## src/sme_pkg.sv

```systemverilog
// shared types and constants for the stack machine execute block
// status codes, operation codes, queue entry and sequencer state
// no dependencies
`timescale 1ns / 1ps

package sme_pkg;

  localparam int DATA_BYTES_DEF  = 1024;
  localparam int STACK_BYTES_DEF = 1024;

  localparam logic [15:0] SEG_DATA  = 16'd512;
  localparam logic [15:0] SEG_STACK = 16'd514;

  typedef enum logic [2:0] {
    OP_PUSH    = 3'd0,
    OP_POP     = 3'd1,
    OP_MUL     = 3'd2,
    OP_ADD     = 3'd3,
    OP_END     = 3'd4,
    OP_PRELOAD = 3'd5
  } op_t;

  typedef enum logic [2:0] {
    STS_OK      = 3'd0,
    STS_SEGMENT = 3'd1,
    STS_UNDER   = 3'd2,
    STS_OVER    = 3'd3,
    STS_RANGE   = 3'd4,
    STS_NOOP    = 3'd5
  } status_t;

  // one classified instruction waiting for the back end
  typedef struct packed {
    op_t          op;
    logic [2:0]   n;
    logic [9:0]   off;
    logic [31:0]  lv;
    status_t      pre;
  } cmd_t;

  typedef enum logic [2:0] {
    BK_IDLE,
    BK_CHECK,
    BK_GATHER,
    BK_CALC,
    BK_FILL,
    BK_DONE
  } bk_state_t;

  function automatic logic [31:0] size_mask(input logic [2:0] n);
    logic [31:0] m;
    case (n)
      3'd1:    m = 32'h0000_00FF;
      3'd2:    m = 32'h0000_FFFF;
      3'd3:    m = 32'h00FF_FFFF;
      3'd4:    m = 32'hFFFF_FFFF;
      default: m = 32'h0000_0000;
    endcase
    return m;
  endfunction

endpackage

```

## src/sme_front.sv

```systemverilog
// front end: classifies incoming instructions and queues them
// checks segment, size and address range; holds a two-entry queue
// depends on sme_pkg
`timescale 1ns / 1ps

module sme_front
  import sme_pkg::*;
#(
  parameter int DATA_BYTES = DATA_BYTES_DEF
) (
  input  logic        clk,
  input  logic        rst,
  input  logic        in_valid,
  output logic        in_ready,
  input  logic [2:0]  mode,
  input  logic [2:0]  size_bytes,
  input  logic [15:0] segment_base,
  input  logic [9:0]  address_offset,
  input  logic [31:0] load_value,
  output logic        q_valid,
  output cmd_t        q_cmd,
  input  logic        q_take
);

  localparam int DW = $clog2(DATA_BYTES + 1);
  localparam int CW = ((DW > 10) ? DW : 10) + 1;

  cmd_t        cls;
  logic        size_ok;
  logic        range_ok;

  cmd_t        q [2];
  logic        wr_ptr;
  logic        rd_ptr;
  logic [1:0]  count;
  logic [1:0]  count_next;
  logic        push;

  always_comb begin
    size_ok  = size_bytes inside {[3'd1:3'd4]};
    range_ok = (CW'(address_offset) + CW'(size_bytes)) <= CW'(DATA_BYTES);
    cls.n    = size_bytes;
    cls.off  = address_offset;
    cls.lv   = load_value;
    cls.op   = OP_END;
    cls.pre  = STS_OK;
    case (op_t'(mode))
      OP_PUSH, OP_POP: begin
        cls.op = op_t'(mode);
        if (segment_base != SEG_DATA) cls.pre = STS_SEGMENT;
        else if (!size_ok || !range_ok) cls.pre = STS_RANGE;
      end
      OP_MUL, OP_ADD: begin
        cls.op = op_t'(mode);
        if (segment_base != SEG_STACK) cls.pre = STS_SEGMENT;
        else if (!size_ok) cls.pre = STS_RANGE;
      end
      OP_PRELOAD: begin
        cls.op = OP_PRELOAD;
        if (!size_ok || !range_ok) cls.pre = STS_RANGE;
      end
      default: begin
        cls.op  = OP_END;
        cls.pre = STS_NOOP;
      end
    endcase
  end

  assign in_ready = (count != 2'd2);
  assign push     = in_valid && in_ready;
  assign q_valid  = (count != 2'd0);
  assign q_cmd    = q[rd_ptr];

  always_comb begin
    count_next = count;
    if (push && !q_take) count_next = count + 2'd1;
    else if (!push && q_take) count_next = count - 2'd1;
  end

  always_ff @(posedge clk) begin
    if (push) q[wr_ptr] <= cls;
  end

  always_ff @(posedge clk) begin
    if (rst) begin
      wr_ptr <= 1'b0;
      rd_ptr <= 1'b0;
      count  <= 2'd0;
    end else begin
      if (push)   wr_ptr <= ~wr_ptr;
      if (q_take) rd_ptr <= ~rd_ptr;
      count <= count_next;
    end
  end

endmodule

```

## config.mk

```make
export PLATFORM = sky130hd
export DESIGN_NAME = sme_front
export DESIGN_NICKNAME = d
export VERILOG_FILES = /design/src/sme_pkg.sv /design/src/sme_front.sv
export SDC_FILE = /design/constraint.sdc
export NUM_CORES = 1
export LEC_CHECK = 0
export BUFFER_PORTS_ARGS = -buffer_cell sky130_fd_sc_hd__buf_4
export CAP_MARGIN = 15
export CORE_UTILIZATION = 40
export CTS_CLUSTER_SIZE = 20
export DETAILED_ROUTE_END_ITERATION = 7
export GPL_TIMING_DRIVEN = 0
export PLACE_DENSITY = 0.67
export RECOVER_POWER = 50
export SLEW_MARGIN = 20
export SYNTH_ARGS = -nofsm -noshare
export SYNTH_HDL_FRONTEND = slang
export SYNTH_SLANG_ARGS = --single-unit
```

## constraint.sdc

```tcl
create_clock -name clk -period 3.4 [get_ports clk]
set_input_delay 0.17 -clock clk [delete_from_list [all_inputs] [get_ports clk]]
set_output_delay 0.17 -clock clk [all_outputs]
set_load 0.05 [all_outputs]
```

==> summary.md <==
| Metric | Value |
|---|---|
| Status | finished, violations left |
| Failing checks | max-capacitance violations |
| Commonest cells after routing, fill and taps aside | sky130_fd_sc_hd__edfxtp_1, sky130_fd_sc_hd__buf_4, sky130_fd_sc_hd__mux2_1 |
| Worst voltage drop across the vdd grid | 0.000299 V |
| Core ar. | 9820 µm² |
| Worst max-slew margin expressed relative to the limit | 0.235% |
| Total leakage power | 0.00211 µW |
| Clock tree from TritonCTS | built |
| Least-Margin Pin Slew | 1.50 ns |
| Synthesized instance count | 217 |
| Detailed-route wire length per cell | 14.8 µm |
| Detailed-route vias per instance | 4.72 |
| Initial standard-cell utilization of the core | 41.5% |
| Period Utilization, post-route | 70.1% |
| Post-synthesis cell type count | 35 |
| Total power density per cell area | 563 nW/µm² |
| Sum of negative setup slack | 0 ns |
| Crit Path Class | register to register |
| Count of instances resized after the clock tree is built | 0 |
| HP Class | primary input to register |
| WL final | 7780 µm |
| DP HPWL | 5160 µm |
| Warning count from the yosys run | 0 |
| CTS Root Cell | sky130_fd_sc_hd__clkbuf_8 |
| Wire length of the first global-routing pass | 11,400 µm |
| Sequential area share after synthesis | 76.2% |
| Placement row count | 36 |
| Setup violation total in the final timing report | 0 |
| Clock slew seen by the registers of the worst setup and hold paths | 0.09 ns |
| Largest net degree at the start of global routing | 51 |
| Htree depth | 3 |
| Post-Synthesis Cell Area | 4070 µm² |
| Vertical die dimension | 103 µm |
| Number of CTS-inserted buffers | 9 |
| Fill count | 816 |
| First DRT Iteration DRCs | 78 |
| Count of pins over their slew limit | 0 |
| First drt pass iteration count | 4 |
| Crit path DAT | 2.34 ns |
| Clk Latency, worst-skew pair | 0.35 ns |
| Crit Path Max Fanout | 25 |
| Number of global-route vias before repair | 2,521 |
| Antenna viol nets, final | 0 |
| Tightest hold margin | 0.0781 ns |
| Global placement routability congestion | 0.738 |
| Synth Net Count | 290 |
| Via count | 2,483 |
| Number of flip-flops and latches in the synthesized netlist | 105 |
| Die X-Extent | 103 µm |
| P&R area growth vs syn | 38.2% |
| Final total power | 3170 µW |
| Total gr overflow | 0 |
| RSZ-0062 raised after global routing | no |
| Category of the worst setup path launch point | register |
| Clock Sinks | 105 |
| Layout cell share with drive strength beyond 1 | 32.1% |
| Type of element capturing the critical path | register |
| ANT cells | 0 |
| Antenna violations before repair | 0 |
| Min Tclk post-route | 2.38 ns |
| Synth Area per Inst | 18.8 µm² |
| Total die area | 10,600 µm² |
| Number of violations of the max-capacitance limit | 1 |
| Clock Skews | 0.00714 ns |
| I/O pin count | 121 |
| Setup slack on the worst flop-to-flop path | 1.02 ns |
| Count of unresolved DRC violations after routing | 0 |
| Layout Nets | 461 |
| Data required, critical path | 3.36 ns |
| Most frequent standard cell in the layout excluding fill and tap cells | sky130_fd_sc_hd__edfxtp_1 |
| Hold Vio Cnt, Final | 0 |
| Achievable frequency | 420 MHz |
| Buffers on Ports | 119 |
| GRT Total Usage | 14.8% |
| Maximum number of buffers from clock root to sink | 2 |
[worst max-delay path: stages (launching register included)]
cell and delay (ns):
sky130_fd_sc_hd__dfxtp_1 0.39, sky130_fd_sc_hd__nand2b_1 0.16, sky130_fd_sc_hd__nand2_1 0.11, sky130_fd_sc_hd__nor2_1 0.20, sky130_fd_sc_hd__clkbuf_1 1.12
[per-stage QoR]
step / instance area (µm²) / cells / util, % / setup WS (ns)
after detailed placement: 5180 / 471 / 52.8 / 1.52
after global routing: 5630 / 526 / 57.3 / 0.815
after floorplan: 4080 / 217 / - / 0.620
after CTS: 5740 / 526 / 58.4 / 1.36
after global placement: 5130 / 469 / 52.3 / 0.301
final: 5630 / 526 / 57.3 / 1.02
[cells in the mapped netlist]
master / number / area [µm²]
sky130_fd_sc_hd__fa_1: 1 / 20.0
sky130_fd_sc_hd__nand2b_1: 1 / 6.26
sky130_fd_sc_hd__o21ai_0: 3 / 15.0
sky130_fd_sc_hd__and4bb_2: 1 / 12.5
sky130_fd_sc_hd__edfxtp_1: 100 / 3000
sky130_fd_sc_hd__or2_2: 1 / 6.26
sky130_fd_sc_hd__conb_1: 1 / 3.75
sky130_fd_sc_hd__clkbuf_1: 2 / 7.51
sky130_fd_sc_hd__xnor2_1: 1 / 8.76
sky130_fd_sc_hd__nand2_1: 2 / 7.51
sky130_fd_sc_hd__xor2_1: 4 / 35.0
sky130_fd_sc_hd__buf_4: 1 / 7.51
sky130_fd_sc_hd__buf_2: 5 / 25.0
sky130_fd_sc_hd__a32oi_1: 1 / 8.76
sky130_fd_sc_hd__a21oi_1: 4 / 20.0
sky130_fd_sc_hd__nor3_1: 1 / 5.00
sky130_fd_sc_hd__nand3_2: 1 / 10.0
sky130_fd_sc_hd__and3_1: 1 / 6.26
sky130_fd_sc_hd__a211o_1: 1 / 8.76
sky130_fd_sc_hd__and4_1: 1 / 8.76
sky130_fd_sc_hd__nand3_1: 2 / 10.0
sky130_fd_sc_hd__nor2b_1: 2 / 12.5
sky130_fd_sc_hd__nand4_1: 1 / 6.26
sky130_fd_sc_hd__mux2_1: 50 / 563
sky130_fd_sc_hd__or3_1: 3 / 18.8
sky130_fd_sc_hd__a21boi_0: 1 / 7.51
sky130_fd_sc_hd__a22oi_1: 1 / 7.51
sky130_fd_sc_hd__nor2_1: 8 / 30.0
sky130_fd_sc_hd__inv_1: 2 / 7.51
sky130_fd_sc_hd__nor4b_1: 1 / 8.76
sky130_fd_sc_hd__ha_1: 4 / 50.1
sky130_fd_sc_hd__a21o_1: 1 / 7.51
sky130_fd_sc_hd__nor4_1: 2 / 12.5
sky130_fd_sc_hd__o21ai_1: 1 / 5.00
sky130_fd_sc_hd__dfxtp_1: 5 / 100
[routing by layer]
metal  share of wire (%)  track usage (%)
met5                   0                0
met4                 2.0             7.26
met3                 5.2             3.39
met2                  53             27.9
met1                  40             15.3
[cell type report]
cell class              instances  area, µm²  area share (%)
clock inverters                 6       35.0           0.622
clock buffers                  10        128            2.27
plain buffers                   8       40.0           0.711
inverters                       2       7.51           0.133
repair buffers                160       1220            21.7
multi-input cells             102        927            16.5
well taps                     133        166            2.96
flip-flops and latches        105       3100            55.1
[registers in the layout, summed over array words and instances, names as in the netlist, named ones only]
register	count
count	2
q	100
wr_ptr	1
rd_ptr	1
[repair_timing]
action	4_1_cts	5_1_grt
hold buffers	39	0
endpoints found under the hold margin	80	0
buffers inserted	0	0
[logic make-up after synthesis]
kind of cell             Yosys count  synth area share [%]
AND/OR/NAND/NOR                   28                  3.96
adder cells (fa/ha/maj)            5                  1.72
other                              1                0.0921
buffers and inverters             10                  1.17
XOR/XNOR                           5                  1.08
flip-flops                       105                  76.2
multiplexers                      50                  13.8
AO/OA/AOI/OAI                     13                  1.97
[path summary, 6_finish.rpt]
kind | from | endpoint | depth (start not counted)
setup / recovery | count[0]$_SDFFE_PP0P_ | q[0][23]$_DFFE_PP_ | 4
hold / removal | q_take | rd_ptr$_SDFFE_PP0P_ | 3
setup reg to reg | count[0]$_SDFFE_PP0P_ | q[0][23]$_DFFE_PP_ | 4
hold reg to reg | count[1]$_SDFFE_PP0P_ | count[1]$_SDFFE_PP0P_ | 2
[power breakdown]
group / internal [µW] / switching (µW)
sequential: 1590 / 33.1
combinational: 287 / 604
clock: 261 / 389
Note: power is estimated with default switching activity, not from simulation.
